===== src/rtl/ffca_pkg.sv =====
// Package for the first-fit cell allocator: command, status and position codes,
// the cell descriptor layout, and the command/status bundles between controller
// and datapath. No dependencies.
`timescale 1ns / 1ps
`default_nettype none

package ffca_pkg;

  typedef enum logic [1:0] {
    CMD_ALLOC   = 2'd0,
    CMD_FREE    = 2'd1,
    CMD_REALLOC = 2'd2,
    CMD_CHECK   = 2'd3
  } cmd_t;

  typedef enum logic [2:0] {
    ST_OK        = 3'd0,
    ST_NO_ROOM   = 3'd1,
    ST_OUTSIDE   = 3'd2,
    ST_NULL      = 3'd3,
    ST_NOT_ALLOC = 3'd4,
    ST_NOT_START = 3'd5
  } status_t;

  typedef enum logic [1:0] {
    POS_LONELY = 2'd0,
    POS_HEAD   = 2'd1,
    POS_MIDDLE = 2'd2,
    POS_TAIL   = 2'd3
  } pos_t;

  // Bit 0 is the allocated flag, bits 2:1 the position.
  typedef struct packed {
    pos_t pos;
    logic alloc;
  } desc_t;

  typedef enum logic [1:0] {
    RSEL_IDX  = 2'd0,
    RSEL_IDX1 = 2'd1,
    RSEL_PTR  = 2'd2
  } rsel_t;

  typedef enum logic [1:0] {
    WSEL_ZERO_IDX = 2'd0,
    WSEL_ZERO_EVL = 2'd1,
    WSEL_ZERO_PTR = 2'd2,
    WSEL_MARK     = 2'd3
  } wsel_t;

  typedef struct packed {
    logic    load_req;
    logic    rd_en;
    rsel_t   rd_sel;
    logic    wr_en;
    wsel_t   wr_sel;
    logic    ptr_adv;
    logic    ptr_load_idx2;
    logic    srch_init;
    logic    srch_eval;
    logic    mark_load;
    logic    res_load;
    status_t res_status;
    logic    res_use_start;
    logic    out_load;
  } dp_cmd_t;

  typedef struct packed {
    cmd_t cmd;
    logic bad_size;
    logic is_null;
    logic outside;
    logic idx_last;
    logic ptr_last;
    logic ptr_in_pool;
    logic rdv;
    pos_t rd_pos;
    logic rd_alloc;
    logic evl_last;
    logic srch_hit;
    logic mark_last;
    logic out_busy;
  } dp_sts_t;

endpackage

`default_nettype wire


===== src/rtl/ffca_if.sv =====
// Valid/ready channel interfaces for the allocator's request and result sides.
// Depends on nothing.
`timescale 1ns / 1ps
`default_nettype none

interface ffca_req_if;
  logic       valid;
  logic       ready;
  logic [1:0] command;
  logic [7:0] size_cells;
  logic [7:0] cell_index;
  logic       pointer_is_null;

  modport source (output valid, output command, output size_cells, output cell_index,
                  output pointer_is_null, input ready);
  modport sink (input valid, input command, input size_cells, input cell_index,
                input pointer_is_null, output ready);
endinterface

interface ffca_rsp_if;
  logic       valid;
  logic       ready;
  logic [2:0] status;
  logic [5:0] block_start;

  modport source (output valid, output status, output block_start, input ready);
  modport sink (input valid, input status, input block_start, output ready);
endinterface

`default_nettype wire


===== src/rtl/ffca_ctrl.sv =====
// Allocator controller: one-hot sequencer for clear, decode, check, free walk,
// first-fit search and mark. Drives the datapath via ffca_pkg::dp_cmd_t.
`timescale 1ns / 1ps
`default_nettype none

module ffca_ctrl (
  input  wire                    clk,
  input  wire                    rst_n,
  input  wire                    in_valid,
  output logic                   in_ready,
  input  wire ffca_pkg::dp_sts_t sts,
  output ffca_pkg::dp_cmd_t      cmd
);

  typedef enum logic [8:0] {
    S_CLEAR     = 9'b000000001,
    S_IDLE      = 9'b000000010,
    S_DECODE    = 9'b000000100,
    S_CHECK     = 9'b000001000,
    S_FREE_HD   = 9'b000010000,
    S_FREE_WALK = 9'b000100000,
    S_SEARCH    = 9'b001000000,
    S_MARK      = 9'b010000000,
    S_DONE      = 9'b100000000
  } state_t;

  state_t state_r, state_nxt;
  logic   free_done;

  always_ff @(posedge clk) begin
    if (!rst_n) begin
      state_r <= S_CLEAR;
    end else begin
      state_r <= state_nxt;
    end
  end

  always_comb begin
    cmd       = '0;
    state_nxt = state_r;
    in_ready  = 1'b0;
    free_done = 1'b0;
    case (state_r)
      S_CLEAR: begin
        cmd.wr_en   = 1'b1;
        cmd.wr_sel  = ffca_pkg::WSEL_ZERO_PTR;
        cmd.ptr_adv = 1'b1;
        if (sts.ptr_last) begin
          state_nxt = S_IDLE;
        end
      end
      S_IDLE: begin
        in_ready = 1'b1;
        if (in_valid) begin
          cmd.load_req = 1'b1;
          state_nxt    = S_DECODE;
        end
      end
      S_DECODE: begin
        if (sts.cmd == ffca_pkg::CMD_ALLOC) begin
          if (sts.bad_size) begin
            cmd.res_load   = 1'b1;
            cmd.res_status = ffca_pkg::ST_NO_ROOM;
            state_nxt      = S_DONE;
          end else begin
            cmd.srch_init = 1'b1;
            state_nxt     = S_SEARCH;
          end
        end else begin
          cmd.rd_en  = 1'b1;
          cmd.rd_sel = ffca_pkg::RSEL_IDX;
          if (sts.is_null) begin
            cmd.res_load   = 1'b1;
            cmd.res_status = ffca_pkg::ST_NULL;
            state_nxt      = S_DONE;
          end else if (sts.outside) begin
            cmd.res_load   = 1'b1;
            cmd.res_status = ffca_pkg::ST_OUTSIDE;
            state_nxt      = S_DONE;
          end else if (sts.cmd == ffca_pkg::CMD_CHECK) begin
            state_nxt = S_CHECK;
          end else begin
            state_nxt = S_FREE_HD;
          end
        end
      end
      S_CHECK: begin
        cmd.res_load = 1'b1;
        if (!sts.rd_alloc) begin
          cmd.res_status = ffca_pkg::ST_NOT_ALLOC;
        end else if (sts.rd_pos == ffca_pkg::POS_MIDDLE ||
                     sts.rd_pos == ffca_pkg::POS_TAIL) begin
          cmd.res_status = ffca_pkg::ST_NOT_START;
        end else begin
          cmd.res_status = ffca_pkg::ST_OK;
        end
        state_nxt = S_DONE;
      end
      S_FREE_HD: begin
        if (sts.rd_pos == ffca_pkg::POS_MIDDLE || sts.rd_pos == ffca_pkg::POS_TAIL) begin
          free_done = 1'b1;
        end else begin
          cmd.wr_en  = 1'b1;
          cmd.wr_sel = ffca_pkg::WSEL_ZERO_IDX;
          if (sts.rd_pos == ffca_pkg::POS_HEAD && !sts.idx_last) begin
            // prefetch the next cell of the run
            cmd.rd_en         = 1'b1;
            cmd.rd_sel        = ffca_pkg::RSEL_IDX1;
            cmd.ptr_load_idx2 = 1'b1;
            state_nxt         = S_FREE_WALK;
          end else begin
            free_done = 1'b1;
          end
        end
      end
      S_FREE_WALK: begin
        cmd.wr_en  = 1'b1;
        cmd.wr_sel = ffca_pkg::WSEL_ZERO_EVL;
        if (sts.rd_pos == ffca_pkg::POS_TAIL || sts.evl_last) begin
          free_done = 1'b1;
        end else begin
          cmd.rd_en   = 1'b1;
          cmd.rd_sel  = ffca_pkg::RSEL_PTR;
          cmd.ptr_adv = 1'b1;
        end
      end
      S_SEARCH: begin
        cmd.rd_en     = sts.ptr_in_pool;
        cmd.rd_sel    = ffca_pkg::RSEL_PTR;
        cmd.ptr_adv   = sts.ptr_in_pool;
        cmd.srch_eval = 1'b1;
        if (sts.srch_hit) begin
          cmd.mark_load = 1'b1;
          state_nxt     = S_MARK;
        end else if (sts.rdv && sts.evl_last) begin
          cmd.res_load   = 1'b1;
          cmd.res_status = ffca_pkg::ST_NO_ROOM;
          state_nxt      = S_DONE;
        end
      end
      S_MARK: begin
        cmd.wr_en   = 1'b1;
        cmd.wr_sel  = ffca_pkg::WSEL_MARK;
        cmd.ptr_adv = 1'b1;
        if (sts.mark_last) begin
          cmd.res_load      = 1'b1;
          cmd.res_status    = ffca_pkg::ST_OK;
          cmd.res_use_start = 1'b1;
          state_nxt         = S_DONE;
        end
      end
      S_DONE: begin
        // hold until the output register is free
        if (!sts.out_busy) begin
          cmd.out_load = 1'b1;
          state_nxt    = S_IDLE;
        end
      end
      default: begin
        state_nxt = S_CLEAR;
      end
    endcase

    if (free_done) begin
      if (sts.cmd == ffca_pkg::CMD_REALLOC) begin
        if (sts.bad_size) begin
          cmd.res_load   = 1'b1;
          cmd.res_status = ffca_pkg::ST_NO_ROOM;
          state_nxt      = S_DONE;
        end else begin
          cmd.srch_init = 1'b1;
          state_nxt     = S_SEARCH;
        end
      end else begin
        cmd.res_load   = 1'b1;
        cmd.res_status = ffca_pkg::ST_OK;
        state_nxt      = S_DONE;
      end
    end
  end

endmodule

`default_nettype wire


===== src/rtl/ffca_dpath.sv =====
// Allocator datapath: descriptor memory with registered read, request registers,
// scan pointer and run counter, result and output registers. Uses ffca_pkg.
`timescale 1ns / 1ps
`default_nettype none

module ffca_dpath #(
  parameter int POOL_CELLS = 64
) (
  input  wire                    clk,
  input  wire                    rst_n,
  input  wire ffca_pkg::dp_cmd_t cmd,
  output ffca_pkg::dp_sts_t      sts,
  input  wire [1:0]              req_command,
  input  wire [7:0]              req_size_cells,
  input  wire [7:0]              req_cell_index,
  input  wire                    req_pointer_is_null,
  output logic                   out_valid,
  input  wire                    out_ready,
  output logic [2:0]             out_status,
  output logic [5:0]             out_block_start
);

  localparam int IDX_W = $clog2(POOL_CELLS);
  localparam int PTR_W = $clog2(POOL_CELLS + 1);
  localparam int SZ_W  = (PTR_W > 8) ? PTR_W : 8;

  ffca_pkg::desc_t   mem [POOL_CELLS];

  logic [1:0]        cmd_r;
  logic [7:0]        size_r;
  logic [7:0]        idx_r;
  logic              null_r;
  logic [PTR_W-1:0]  ptr_r, ptr_nxt;
  logic [PTR_W-1:0]  run_r;
  logic [PTR_W-1:0]  start_r;
  logic [PTR_W-1:0]  last_r;
  logic [IDX_W-1:0]  raddr_r;
  logic              rdv_r;
  ffca_pkg::desc_t   rdata_r;
  ffca_pkg::status_t res_status_r;
  logic [5:0]        res_start_r;
  logic              out_valid_r;
  logic [2:0]        out_status_r;
  logic [5:0]        out_start_r;

  logic [SZ_W-1:0]   size_ext, idx_ext, idx1, idx2, found_start, start_ext;
  logic [IDX_W-1:0]  rd_addr, wr_addr;
  ffca_pkg::desc_t   wr_data;
  ffca_pkg::pos_t    mark_pos;
  logic              srch_hit;

  assign size_ext    = SZ_W'(size_r);
  assign idx_ext     = SZ_W'(idx_r);
  assign idx1        = idx_ext + SZ_W'(1);
  assign idx2        = idx_ext + SZ_W'(2);
  assign found_start = SZ_W'(raddr_r) + SZ_W'(1) - size_ext;
  assign start_ext   = SZ_W'(start_r);
  assign srch_hit    = rdv_r && !rdata_r.alloc &&
                       (SZ_W'(run_r) + SZ_W'(1) == size_ext);

  always_comb begin
    case (cmd.rd_sel)
      ffca_pkg::RSEL_IDX:  rd_addr = idx_ext[IDX_W-1:0];
      ffca_pkg::RSEL_IDX1: rd_addr = idx1[IDX_W-1:0];
      ffca_pkg::RSEL_PTR:  rd_addr = ptr_r[IDX_W-1:0];
      default:             rd_addr = ptr_r[IDX_W-1:0];
    endcase
  end

  always_comb begin
    if (size_r == 8'd1) begin
      mark_pos = ffca_pkg::POS_LONELY;
    end else if (ptr_r == start_r) begin
      mark_pos = ffca_pkg::POS_HEAD;
    end else if (ptr_r == last_r) begin
      mark_pos = ffca_pkg::POS_TAIL;
    end else begin
      mark_pos = ffca_pkg::POS_MIDDLE;
    end
  end

  always_comb begin
    wr_data.alloc = 1'b0;
    wr_data.pos   = ffca_pkg::POS_LONELY;
    case (cmd.wr_sel)
      ffca_pkg::WSEL_ZERO_IDX: wr_addr = idx_ext[IDX_W-1:0];
      ffca_pkg::WSEL_ZERO_EVL: wr_addr = raddr_r;
      ffca_pkg::WSEL_ZERO_PTR: wr_addr = ptr_r[IDX_W-1:0];
      ffca_pkg::WSEL_MARK: begin
        wr_addr       = ptr_r[IDX_W-1:0];
        wr_data.alloc = 1'b1;
        wr_data.pos   = mark_pos;
      end
      default: wr_addr = ptr_r[IDX_W-1:0];
    endcase
  end

  always_comb begin
    if (cmd.srch_init) begin
      ptr_nxt = '0;
    end else if (cmd.mark_load) begin
      ptr_nxt = found_start[PTR_W-1:0];
    end else if (cmd.ptr_load_idx2) begin
      ptr_nxt = idx2[PTR_W-1:0];
    end else if (cmd.ptr_adv) begin
      ptr_nxt = ptr_r + PTR_W'(1);
    end else begin
      ptr_nxt = ptr_r;
    end
  end

  // descriptor store
  always_ff @(posedge clk) begin
    if (cmd.wr_en) begin
      mem[wr_addr] <= wr_data;
    end
    if (cmd.rd_en) begin
      rdata_r <= mem[rd_addr];
      raddr_r <= rd_addr;
    end
  end

  always_ff @(posedge clk) begin
    if (!rst_n) begin
      ptr_r       <= '0;
      rdv_r       <= 1'b0;
      out_valid_r <= 1'b0;
    end else begin
      ptr_r <= ptr_nxt;
      rdv_r <= cmd.rd_en;
      if (cmd.out_load) begin
        out_valid_r <= 1'b1;
      end else if (out_ready) begin
        out_valid_r <= 1'b0;
      end
    end
  end

  always_ff @(posedge clk) begin
    if (cmd.load_req) begin
      cmd_r  <= req_command;
      size_r <= req_size_cells;
      idx_r  <= req_cell_index;
      null_r <= req_pointer_is_null;
    end
    if (cmd.srch_init) begin
      run_r <= '0;
    end else if (cmd.srch_eval && rdv_r) begin
      run_r <= rdata_r.alloc ? '0 : run_r + PTR_W'(1);
    end
    if (cmd.mark_load) begin
      start_r <= found_start[PTR_W-1:0];
      last_r  <= PTR_W'(raddr_r);
    end
    if (cmd.res_load) begin
      res_status_r <= cmd.res_status;
      res_start_r  <= cmd.res_use_start ? start_ext[5:0] : 6'd0;
    end
    if (cmd.out_load) begin
      out_status_r <= res_status_r;
      out_start_r  <= res_start_r;
    end
  end

  always_comb begin
    sts.cmd         = ffca_pkg::cmd_t'(cmd_r);
    sts.bad_size    = (size_r == 8'd0) || (size_ext > SZ_W'(POOL_CELLS));
    sts.is_null     = null_r;
    sts.outside     = idx_ext >= SZ_W'(POOL_CELLS);
    sts.idx_last    = idx_ext == SZ_W'(POOL_CELLS - 1);
    sts.ptr_last    = ptr_r == PTR_W'(POOL_CELLS - 1);
    sts.ptr_in_pool = ptr_r < PTR_W'(POOL_CELLS);
    sts.rdv         = rdv_r;
    sts.rd_pos      = rdata_r.pos;
    sts.rd_alloc    = rdata_r.alloc;
    sts.evl_last    = raddr_r == IDX_W'(POOL_CELLS - 1);
    sts.srch_hit    = srch_hit;
    sts.mark_last   = ptr_r == last_r;
    sts.out_busy    = out_valid_r && !out_ready;
  end

  assign out_valid       = out_valid_r;
  assign out_status      = out_status_r;
  assign out_block_start = out_start_r;

endmodule

`default_nettype wire


===== src/rtl/first_fit_cell_allocator.sv =====
// First-fit cell allocator top: ffca_ctrl sequencer plus ffca_dpath, with the
// request and result channels from ffca_if.sv. Requests are handled one at a time;
// a stalled result holds the next request's result until the output register is free.
// Allocate decodes, runs the first-fit scan and then marks the run; free walks the
// cells from head to tail, one cell per cycle.
// The descriptor memory port takes one read and one write per cycle.
// After reset a clearing pass over all POOL_CELLS cells runs before the first request.
`timescale 1ns / 1ps
`default_nettype none

module first_fit_cell_allocator #(
  parameter int POOL_CELLS = 64
) (
  input wire         clk,
  input wire         rst_n,
  ffca_req_if.sink   in_chan,
  ffca_rsp_if.source out_chan
);

  ffca_pkg::dp_cmd_t dp_cmd;
  ffca_pkg::dp_sts_t dp_sts;
  logic              ready;

  ffca_ctrl u_ctrl (
    .clk      (clk),
    .rst_n    (rst_n),
    .in_valid (in_chan.valid),
    .in_ready (ready),
    .sts      (dp_sts),
    .cmd      (dp_cmd)
  );

  ffca_dpath #(
    .POOL_CELLS (POOL_CELLS)
  ) u_dpath (
    .clk                 (clk),
    .rst_n               (rst_n),
    .cmd                 (dp_cmd),
    .sts                 (dp_sts),
    .req_command         (in_chan.command),
    .req_size_cells      (in_chan.size_cells),
    .req_cell_index      (in_chan.cell_index),
    .req_pointer_is_null (in_chan.pointer_is_null),
    .out_valid           (out_chan.valid),
    .out_ready           (out_chan.ready),
    .out_status          (out_chan.status),
    .out_block_start     (out_chan.block_start)
  );

  assign in_chan.ready = ready;

endmodule

`default_nettype wire


===== src/flat_wrapper.sv =====
// flat-port wrapper written by rule: the top's interface ports become plain ports
module first_fit_cell_allocator_flat 
#(
  parameter int POOL_CELLS = 64
)
  (clk, rst_n, in_chan_valid, in_chan_command, in_chan_size_cells, in_chan_cell_index, in_chan_pointer_is_null, in_chan_ready, out_chan_valid, out_chan_status, out_chan_block_start, out_chan_ready);
  ffca_req_if in_chan_i ();
  ffca_rsp_if out_chan_i ();
  input wire clk;
  input wire rst_n;
  input wire logic [$bits(in_chan_i.valid)-1:0] in_chan_valid;
  input wire logic [$bits(in_chan_i.command)-1:0] in_chan_command;
  input wire logic [$bits(in_chan_i.size_cells)-1:0] in_chan_size_cells;
  input wire logic [$bits(in_chan_i.cell_index)-1:0] in_chan_cell_index;
  input wire logic [$bits(in_chan_i.pointer_is_null)-1:0] in_chan_pointer_is_null;
  output wire logic [$bits(in_chan_i.ready)-1:0] in_chan_ready;
  output wire logic [$bits(out_chan_i.valid)-1:0] out_chan_valid;
  output wire logic [$bits(out_chan_i.status)-1:0] out_chan_status;
  output wire logic [$bits(out_chan_i.block_start)-1:0] out_chan_block_start;
  input wire logic [$bits(out_chan_i.ready)-1:0] out_chan_ready;
  assign in_chan_i.valid = in_chan_valid;
  assign in_chan_i.command = in_chan_command;
  assign in_chan_i.size_cells = in_chan_size_cells;
  assign in_chan_i.cell_index = in_chan_cell_index;
  assign in_chan_i.pointer_is_null = in_chan_pointer_is_null;
  assign in_chan_ready = in_chan_i.ready;
  assign out_chan_valid = out_chan_i.valid;
  assign out_chan_status = out_chan_i.status;
  assign out_chan_block_start = out_chan_i.block_start;
  assign out_chan_i.ready = out_chan_ready;
  first_fit_cell_allocator #(.POOL_CELLS(POOL_CELLS)) u_core (.clk(clk), .rst_n(rst_n), .in_chan(in_chan_i), .out_chan(out_chan_i));
endmodule

===== config.mk =====
export PLATFORM = sky130hd
export DESIGN_NAME = first_fit_cell_allocator_flat
export DESIGN_NICKNAME = d
export VERILOG_FILES = /design/src/rtl/ffca_pkg.sv /design/src/rtl/ffca_if.sv /design/src/rtl/ffca_ctrl.sv /design/src/rtl/ffca_dpath.sv /design/src/rtl/first_fit_cell_allocator.sv /design/src/flat_wrapper.sv
export SDC_FILE = /design/constraint.sdc
export NUM_CORES = 1
export LEC_CHECK = 0
export BUFFER_PORTS_ARGS = -buffer_cell sky130_fd_sc_hd__clkbuf_2
export CAP_MARGIN = 20
export CORE_MARGIN = 1.5
export CORE_UTILIZATION = 33
export CTS_CLUSTER_SIZE = 28
export DETAILED_ROUTE_END_ITERATION = 6
export GPL_TIMING_DRIVEN = 0
export SLEW_MARGIN = 20
export SYNTH_ARGS = -nofsm -noshare
export SYNTH_HDL_FRONTEND = slang
export SYNTH_SLANG_ARGS = --single-unit

===== constraint.sdc =====
create_clock -name clk -period 6 [get_ports clk]
set_input_delay 0.9 -clock clk [delete_from_list [all_inputs] [get_ports clk]]
set_output_delay 0.9 -clock clk [all_outputs]
set_load 0.005 [all_outputs]

==> results of run 1 <==
==> routing by layer <==
layer	up-vias	global-route usage, %	share of wire (%)
met4	0	7.41	4.3
met5	-	0	0
li1	4165	-	-
met2	408	28.2	45
met3	107	3.57	8.2
met1	4446	24.4	42
==> through the flow <==
step                      instances  TNS, ps  hold slack, ps
after floorplan                1067        0             400
after global placement         1618  -284380             404
after detailed placement       1623        0             406
after CTS                      1676        0             419
after global routing           1676        0             426
final                          1676        0             417
==> cells in the final DEF (no fill, tap or decap), types with 12 or more instances in the layout <==
master | netlist | routed
and3_1 | 29 | 29
dfxtp_1 | 25 | 25
nand2_1 | 129 | 129
o21ai_0 | 19 | 19
a211oi_1 | 36 | 36
clkbuf_1 | 20 | 27
clkbuf_2 | 0 | 33
a31oi_1 | 15 | 15
clkbuf_16 | 0 | 29
o21a_1 | 14 | 14
and2_1 | 17 | 17
nor2_1 | 118 | 117
ha_1 | 15 | 15
edfxtp_1 | 251 | 251
a21oi_1 | 30 | 29
xor2_1 | 18 | 18
nor3_1 | 14 | 14
nand3_1 | 29 | 29
xnor2_1 | 20 | 20
buf_2 | 16 | 16
inv_1 | 25 | 24
nor2b_1 | 13 | 12
mux2i_1 | 40 | 40
nand4_1 | 24 | 24
==> state kept, by name, summed over array words and instances, names as in the netlist <==
signal / cells
u_core.u_dpath.mem: 192
u_core.u_ctrl.state_r: 9
u_core.u_dpath.idx_ext: 8
u_core.u_dpath.size_ext: 8
u_core.u_dpath.ptr_r: 7
u_core.u_dpath.run_r: 7
u_core.u_dpath.start_r: 7
u_core.u_dpath.last_r: 6
u_core.u_dpath.out_block_start: 6
u_core.u_dpath.raddr_r: 6
u_core.u_dpath.res_start_r: 6
u_core.u_dpath.out_status: 3
u_core.u_dpath.res_status_r: 3
u_core.u_dpath.sts: 3
u_core.u_dpath.cmd_r: 2
u_core.u_dpath.null_r: 1
u_core.u_dpath.out_valid: 1
u_core.u_dpath.rdv_r: 1
==> cells by family (layout without fill, tap and decap cells) <==
group / count (synthesis) / in the layout / synth area share, %
simple gates: 424 / 424 / 15.9
compound gates: 195 / 195 / 11.2
buf+inv: 78 / 169 / 3.30
fa+ha+maj: 16 / 16 / 1.61
flops: 276 / 276 / 62.3
xor+xnor: 38 / 38 / 2.58
mux: 40 / 40 / 3.10
==> layout make-up <==
type                            count  area [sq um]  share of cell area (%)
Sequential cell                   276          8040                    54.4
Multi-Input combinational cell    713          4460                    30.2
Clock buffer                       39           793                    5.37
Tap cell                          518           648                    4.39
Buffer                             51           319                    2.16
Timing Repair Buffer               38           295                    2.00
Inverter                           27           109                   0.737
Clock inverter                     14           108                   0.729
==> power by group <==
part	internal [mW]	switching, mW
combinational	0.242	0.670
clock	0.970	0.744
sequential	2.20	0.0464
total	3.41	1.46
==> final timing paths <==
| kind | startpoint | end | slack [ps] | cells past startpoint |
|---|---|---|---|---|
| min reg2reg | u_core.u_dpath.res_start_r[4] | u_core.u_dpath.out_block_start[4] | 420 | 0 |
| max | u_core.u_dpath.idx_ext[1] | u_core.u_dpath.sts[5] | 1330 | 13 |
| min | u_core.u_dpath.res_start_r[4] | u_core.u_dpath.out_block_start[4] | 420 | 0 |
| max reg2reg | u_core.u_dpath.idx_ext[1] | u_core.u_dpath.sts[5] | 1330 | 13 |
==> metrics.cfg, run 1 <==
[floorplan]
die_y_um = 201
row_count = 72
core_sq_mm = 0.0386
start_util_pct = 33.4
io_pins = 34
die-area_sq_mm = 0.0403
die_x_um = 201

[worst_setup_path]
critPathMaxStageDelay_ps = 560
crit_top_cell = nand3_1
path_buf_inv = 2
worstPathArrival_ps = 4940
worstPathCellList = ha_1 > nand3_1 > o41a_1 > and3_1 > o21ai_0 > and2_1 > buf_4 > buf_2 > mux2i_1 > o32ai_1 > a211oi_1 > o32a_1 > nand3_1
cp_max_fo = 10
setup.worst_path.end_class = flop
crit_type = flop to flop
cp.required_ps = 6270
crit_family = compound AO/OA/AOI/OAI gates
cp_slowest_cell = o21ai_0
cp-start-kind = flop

[grt]
grt_pass1_vias = 8907
grt_pass1_wl_um = 55100
grt.overflow.total = 0
antenna_found_initial = 0
grt_usage_pct = 18.0
grt_max_degree = 69

[logic_synthesis]
synth_top_area_share_pct = 58.4
synth_most_common_cell = edfxtp_1
synth_common_cells = edfxtp_1 (251), nand2_1 (129), nor2_1 (118), mux2i_1 (40), a211oi_1 (36)
synth.avg_cell_area_sq_um = 12.1
ys_seq_area_share_pct = 62.3
ys_ff_latch = 276
synth_fp_nets = 1106
synth_ff_type = edfxtp_1
ys_top_cells_by_area = edfxtp_1 (58%), dfxtp_1 (3.9%), nand2_1 (3.8%), nor2_1 (3.4%), mux2i_1 (3.1%)
synth_cell_types = 73
post-synth-top-area-cell = edfxtp_1
yosysWarnings = 0
synth-edff-count = 251
synth_area_sq_mm = 0.0129
syn_inst = 1067
async_flop_share_pct = 0

[clock_tree]
htree_levels = 1
clock_path_buffers = 3
holdBufCountCts = 0
cts_sinks = 276
clkLatencyLatePin_ps = 580
cts-root-buf = clkbuf_16
cts_buffers = 29
clkTransAtPathRegs_ps = 60
cts_setup_buffers = 0
cts_resized = 0
cts_tree = built

[power_and_ir_drop]
power.density_mw_per_mm2 = 330
p_leak_nw = 4.84
peakVddDrop_mv = 0.272
finalPower_mw = 4.87

[place]
place_area_sq_mm = 0.0139
dp_hpwl_um = 25000
io_buffers = 33
gp_congestion = 0.913
pre_cts_ws_ps = 1420

[timing]
post-route-period-util_pct = 77.8
worst_slack_ps = 1330
min_period_ps = 4670
fin_skew_ps = 14.2
hold_viol = 0
rsz0062_at_grt = no
tightest_slew_ps = 1000
finalSetupViolCount = 0
final_max_slew_viol_count = 0
fmax_mhz = 214
maxSlewHeadroom_pct = 32.9

[detailed_routing]
vias_per_cell = 5.45
first_iter_violations = 857
wl_per_cell_um = 21.9
routed_wl_um = 36700
drc_errors = 0
first_pass_iters = 5
vias = 9126
detail-route-antenna-nets = 0

[job]
maxCapViolCount = 0

[worst_hold_path]
hold_path.class = flop to flop

[finish]
n_antenna_cell = 0
nets = 1175
drive_gt1_share_pct = 11.7
nFillCells = 3724
design_area_sq_mm = 0.0148
utilization_pct = 38.2
area_growth_pct = 14.5

[run_status]
outcome = completed

(Power assumes the default switching activity.)
==> run 2: changes to the inputs <==
==> constraint.sdc (replaced) <==
create_clock -name clk -period 4.2 [get_ports clk]
set_input_delay 0.63 -clock clk [delete_from_list [all_inputs] [get_ports clk]]
set_output_delay 0.63 -clock clk [all_outputs]
set_load 0.005 [all_outputs]
==> run 2 against run 1 <==
Non-clock buffer count up 6. Clock-buffer cell count up 3. Critical path type unchanged. Critical endpoint unchanged. Setup slack worse by 1300 ps. Routed wire length up 0.87%. Critical path depth down 1. Total power up 47%. Worst hold slack worse by 180 ps. Flip-flop and latch count unchanged.
==> metrics.cfg, run 2 (same netlist as run 1, synthesis figures left out) <==
[grt]
antenna_found_initial = 0  ; unchanged
grt_pass1_wl_um = 55300  ; +0.41%
grt_max_degree = 69  ; unchanged
grt_usage_pct = 18.0  ; about the same
grt_pass1_vias = 8966  ; +0.66%
grt.overflow.total = 0  ; unchanged

[finish]
top_regs = u_core.u_dpath.mem: 192 flops, u_core.u_ctrl.state_r: 9 flops
final_cell_mix = edfxtp_1 (251), nand2_1 (125), nor2_1 (115)
largest_reg_flops = 192  ; unchanged
regMostFlops = u_core.u_dpath.mem
area_growth_pct = 16.2
utilization_pct = 38.8  ; +0.58 points
drive_gt1_share_pct = 13.7  ; +2.1 points
fin_cells = 1685  ; +0.54%
final_common_cell = edfxtp_1
n_antenna_cell = 0  ; unchanged
nFillCells = 3644  ; -2.1%
nets = 1182  ; +0.60%

[place]
gp_congestion = 0.892  ; -2.2%
dp_hpwl_um = 25000  ; -0.20%
io_buffers = 33  ; unchanged
place_inst = 1622  ; -0.062%

[floorplan]
die-area_sq_mm = 0.0403  ; unchanged
io_pins = 34  ; unchanged
core_sq_mm = 0.0386  ; unchanged
row_count = 72  ; unchanged
die_y_um = 201  ; unchanged
start_util_pct = 33.4  ; unchanged
die_x_um = 201  ; unchanged

[worst_setup_path]
worstPathArrival_ps = 4550  ; -390 ps
path_buf_inv = 2  ; unchanged
crit_family = compound AO/OA/AOI/OAI gates
setup.worst_path.end_class = flop
critPathMaxStageDelay_ps = 620  ; +60 ps
crit_top_cell = a211oi_1
cp_max_fo = 10  ; unchanged
crit_type = flop to flop
cp_slowest_cell = o32ai_1
cp.required_ps = 4590  ; -1680 ps
cp-start-kind = flop
worstPathCellList = nor4_4 > nand4_1 > o31a_1 > o21ai_1 > clkbuf_2 > clkbuf_1 > and3_1 > a211oi_1 > o32ai_1 > a211oi_1 > o32a_1 > nand3_1

[detailed_routing]
wl_per_cell_um = 22.0  ; +0.33%
detail-route-antenna-nets = 0  ; unchanged
vias = 9338  ; +2.3%
first_pass_iters = 6  ; +1
vias_per_cell = 5.54  ; +1.8%
routed_wl_um = 37000  ; +0.87%
drc_errors = 0  ; unchanged
first_iter_violations = 1078  ; +26%

[timing]
finalSetupViolCount = 0  ; unchanged
post-route-period-util_pct = 98.9  ; +21 points
fmax_mhz = 241  ; +12%
maxSlewHeadroom_pct = 38.4  ; +5.4 points
hold_viol = 0  ; unchanged
final_max_slew_viol_count = 0  ; unchanged
fin_skew_ps = 32.9  ; +18.8 ps
tightest_slew_ps = 923  ; -77.7 ps
min_period_ps = 4150  ; -513 ps

[power_and_ir_drop]
power.density_mw_per_mm2 = 478  ; +45%
p_leak_nw = 4.92  ; +1.8%
peakVddDrop_mv = 0.405  ; +49%

[clock_tree]
htree_levels = 1  ; unchanged
cts_tree = built
cts-root-buf = clkbuf_16
cts_sinks = 276  ; unchanged
holdBufCountCts = 0  ; unchanged
clkLatencyLatePin_ps = 590  ; about the same
clock_path_buffers = 3  ; unchanged
cts_buffers = 30  ; +3.4%
clkTransAtPathRegs_ps = 60  ; about the same

[run_status]
outcome = completed

[worst_hold_path]
hold_path.class = primary input to flop

[job]
maxCapViolCount = 0  ; unchanged

==> run 2: changes by cell type in the layout (fill, tap and decap cells not counted), sizes merged <==
cell	change
buf	+6
bufinv	+2
clkinvlp	+2
inv	-1
clkbuf	+3
clkinv	-3
==> run 2: through the flow <==
step	hold WS (ps)	instance area (sq um)	total power, mW	setup slack [ps]	TNS [ps]
5_1_grt	218	15000	7.41	-0.174	-0.174
3_5_place_dp	405	13800	4.52	-190	-11040
6_report	239	15000	7.17	46.8	0
2_1_floorplan	400	12900	4.07	321	0
3_3_place_gp	405	13700	4.49	-2370	-504540
4_1_cts	208	14800	7.12	25.7	0
==> run 2: routing by layer <==
layer / routed length (um) / up-vias / GRT usage [%]
met5: 0 / - / 0
met4: 1490 / 0 / 6.50
met3: 3190 / 119 / 3.12
met2: 17200 / 496 / 29.1
met1: 15200 / 4525 / 24.2
li1: - / 4198 / -
==> run 2: power breakdown <==
group | internal, mW | total (mW) | leakage (nW) | switching [mW]
clock | 1.53 | 2.62 | 0.468 | 1.09
combinational | 0.357 | 1.34 | 2.25 | 0.980
sequential | 3.14 | 3.21 | 2.20 | 0.0652
total | 5.03 | 7.17 | 4.92 | 2.14
==> run 2: timing repair <==
action	4_1_cts	5_1_grt
setup buffers	0	7
resized for setup	11	20
setup endpoints to repair	87	87
endpoints found under the hold margin	0	0
pin swaps	1	3
==> run 2: cell type report <==
cell class / instances / area (sq um) / area share (%)
Buffer: 51 / 328 / 2.19
Clock buffer: 42 / 806 / 5.38
Clock inverter: 14 / 171 / 1.14
Inverter: 27 / 114 / 0.760
Multi-Input combinational cell: 713 / 4570 / 30.5
Sequential cell: 276 / 8040 / 53.6
Tap cell: 518 / 648 / 4.32
Timing Repair Buffer: 44 / 320 / 2.14
==> run 2: path summary, 6_finish.rpt <==
kind         cells past startpoint                            from  slack (ps)                            to
min                              1              in_chan_command[1]         240       u_core.u_dpath.cmd_r[1]
max                             12        u_core.u_ctrl.state_r[8]          50         u_core.u_dpath.sts[5]
max reg2reg                     12        u_core.u_ctrl.state_r[8]          50         u_core.u_dpath.sts[5]
min reg2reg                      0  u_core.u_dpath.res_status_r[0]         420  u_core.u_dpath.out_status[0]
==> run 2: worst register-to-register path: cells and delay by family (launching register included) <==
family                 cells  cell delay [ps]
flip-flops                 1              390
buffers and inverters      2              800
AND/OR/NAND/NOR            4             1180
AO/OA/AOI/OAI              6             1610
==> run 3: changes to the inputs <==
--- a/config.mk
+++ b/config.mk
@@ -7,11 +7,13 @@
 export LEC_CHECK = 0
 export BUFFER_PORTS_ARGS = -buffer_cell sky130_fd_sc_hd__clkbuf_2
 export CAP_MARGIN = 20
+export CORE_ASPECT_RATIO = 1.1
 export CORE_MARGIN = 1.5
 export CORE_UTILIZATION = 33
 export CTS_CLUSTER_SIZE = 28
 export DETAILED_ROUTE_END_ITERATION = 6
 export GPL_TIMING_DRIVEN = 0
+export SKIP_CTS_REPAIR_TIMING = 1
 export SLEW_MARGIN = 20
 export SYNTH_ARGS = -nofsm -noshare
 export SYNTH_HDL_FRONTEND = slang
==> run 3 against run 2 <==
Sequential power barely moved. Clock skew is 13 ps lower. Global-route usage is 0.34 points higher. Largest power group unchanged. Highest routed layer unchanged.
==> metrics.cfg, run 3 (same netlist as run 1, synthesis figures left out) <==
[detailed_routing]
first_pass_iters = 5  ; -1
vias = 9218  ; -1.3%
drc_errors = 0  ; unchanged
vias_per_cell = 5.55  ; about the same
routed_wl_um = 37000  ; about the same
wl_per_cell_um = 22.3  ; +1.3%
dr_wl_met2_um = 17300  ; +0.54%
first_iter_violations = 892  ; -17%
top_layer = met4
detail-route-antenna-nets = 0  ; unchanged
wl_met1_um = 15000  ; -1.1%
wl_met3_um = 2990  ; -6.3%

[finish]
regMostFlops = u_core.u_dpath.mem
n_antenna_cell = 0  ; unchanged
largest_reg_flops = 192  ; unchanged
drive_gt1_share_pct = 12.9  ; -0.80 points
top_regs = u_core.u_dpath.mem: 192 flops, u_core.u_ctrl.state_r: 9 flops
final_cell_mix = edfxtp_1 (251), nand2_1 (125), nor2_1 (117)
area_growth_pct = 15.4
final_common_cell = edfxtp_1
nets = 1178  ; -0.34%
utilization_pct = 38.8  ; about the same
design_area_sq_mm = 0.0149  ; -0.68%
fin_cells = 1662  ; -1.4%

[clock_tree]
cts_buffers = 30  ; unchanged
clkLatencyLatePin_ps = 590  ; about the same
cts_sinks = 276  ; unchanged
cts-root-buf = clkbuf_16
clock_path_buffers = 3  ; unchanged
htree_levels = 1  ; unchanged
clkTransAtPathRegs_ps = 60  ; about the same
cts_tree = built

[timing]
post-route-period-util_pct = 98.7  ; -0.18 points
min_period_ps = 4150  ; -7.44 ps
hold_viol = 0  ; unchanged
fmax_mhz = 241  ; +0.18%
setup_tns_ps = 0  ; unchanged
tightest_slew_ps = 955  ; +32.5 ps
rsz0062_at_grt = no
worst_slack_ps = 54.3  ; +7.44 ps
whs_ps = 229  ; -9.20 ps
finalSetupViolCount = 0  ; unchanged
final_max_slew_viol_count = 0  ; unchanged
fin_skew_ps = 20.4  ; -12.5 ps
maxSlewHeadroom_pct = 36.3  ; -2.0 points

[grt]
antenna_found_initial = 0  ; unchanged
grt_pass1_vias = 9008  ; +0.47%
grt.overflow.total = 0  ; unchanged
grt_usage_pct = 18.3  ; +0.34 points
grt_pass1_wl_um = 54900  ; -0.74%
grt_max_degree = 69  ; unchanged

[place]
pre_cts_ws_ps = -490  ; -300 ps
place_inst = 1604  ; -1.1%
place_area_sq_mm = 0.0138  ; -0.11%
dp_hpwl_um = 25400  ; +1.8%
gp_congestion = 0.910  ; +2.0%
io_buffers = 33  ; unchanged

[floorplan]
row_count = 75  ; +4.2%
start_util_pct = 33.6  ; +0.23 points
io_pins = 34  ; unchanged
die_x_um = 192  ; -4.6%
die-area_sq_mm = 0.0403  ; about the same
die_y_um = 210  ; +4.8%
core_sq_mm = 0.0384  ; -0.69%

[run_status]
outcome = completed

[worst_setup_path]
cp-start-kind = flop
cp.required_ps = 4500  ; -90 ps
setup.worst_path.end_class = flop
worstPathArrival_ps = 4440  ; -110 ps
cp_max_fo = 10  ; unchanged
crit_type = flop to flop

[power_and_ir_drop]
power.density_mw_per_mm2 = 474  ; -0.76%
p_leak_nw = 4.88  ; -0.80%
peakVddDrop_mv = 0.472  ; +16%
finalPower_mw = 7.06  ; -1.4%

[job]
maxCapViolCount = 0  ; unchanged

[worst_hold_path]
hold_path.class = primary input to flop

## run 3: area by class of cell
cell class / instances / area (sq um)
Sequential cell: 276 / 8040
Clock buffer: 42 / 836
Clock inverter: 13 / 114
Fill cell: 3650 / 23500
Buffer: 51 / 330
Timing Repair Buffer: 40 / 298
Inverter: 27 / 114
Tap cell: 500 / 626
Multi-Input combinational cell: 713 / 4530
## run 3: worst max-delay path, stage by stage, from the launching register on
cell,delay [ps]
dfxtp_1,390
nor4_4,490
nand4b_4,270
o21ai_4,380
nand2_1,130
clkbuf_1,300
clkbuf_1,360
and3_1,280
a211oi_1,350
o32ai_1,240
a211oi_2,320
o32a_1,230
nand3_1,120
## run 3: path summary, 6_finish.rpt
| check | to | start | slack [ps] | depth (start not counted) |
|---|---|---|---|---|
| worst max-delay path | u_core.u_dpath.sts[5] | u_core.u_ctrl.state_r[8] | 50 | 12 |
| worst min-delay path | u_core.u_dpath.cmd_r[0] | in_chan_command[0] | 230 | 1 |
| worst max register to register | u_core.u_dpath.sts[5] | u_core.u_ctrl.state_r[8] | 50 | 12 |
| worst min register to register | u_core.u_dpath.out_block_start[4] | u_core.u_dpath.res_start_r[4] | 420 | 0 |
## run 3: report_power, final
| group | switching (mW) | total, mW | leakage, nW | internal [mW] |
|---|---|---|---|---|
| registers | 0.0663 | 3.21 | 2.20 | 3.14 |
| logic | 0.959 | 1.31 | 2.22 | 0.354 |
| clock network | 1.09 | 2.54 | 0.465 | 1.45 |
## run 3: per-layer routing
layer | track usage (%) | up-vias
met1 | 23.6 | 4489
met4 | 8.38 | 0
met5 | 0 | -
li1 | - | 4177
met3 | 3.30 | 122
met2 | 29.9 | 430
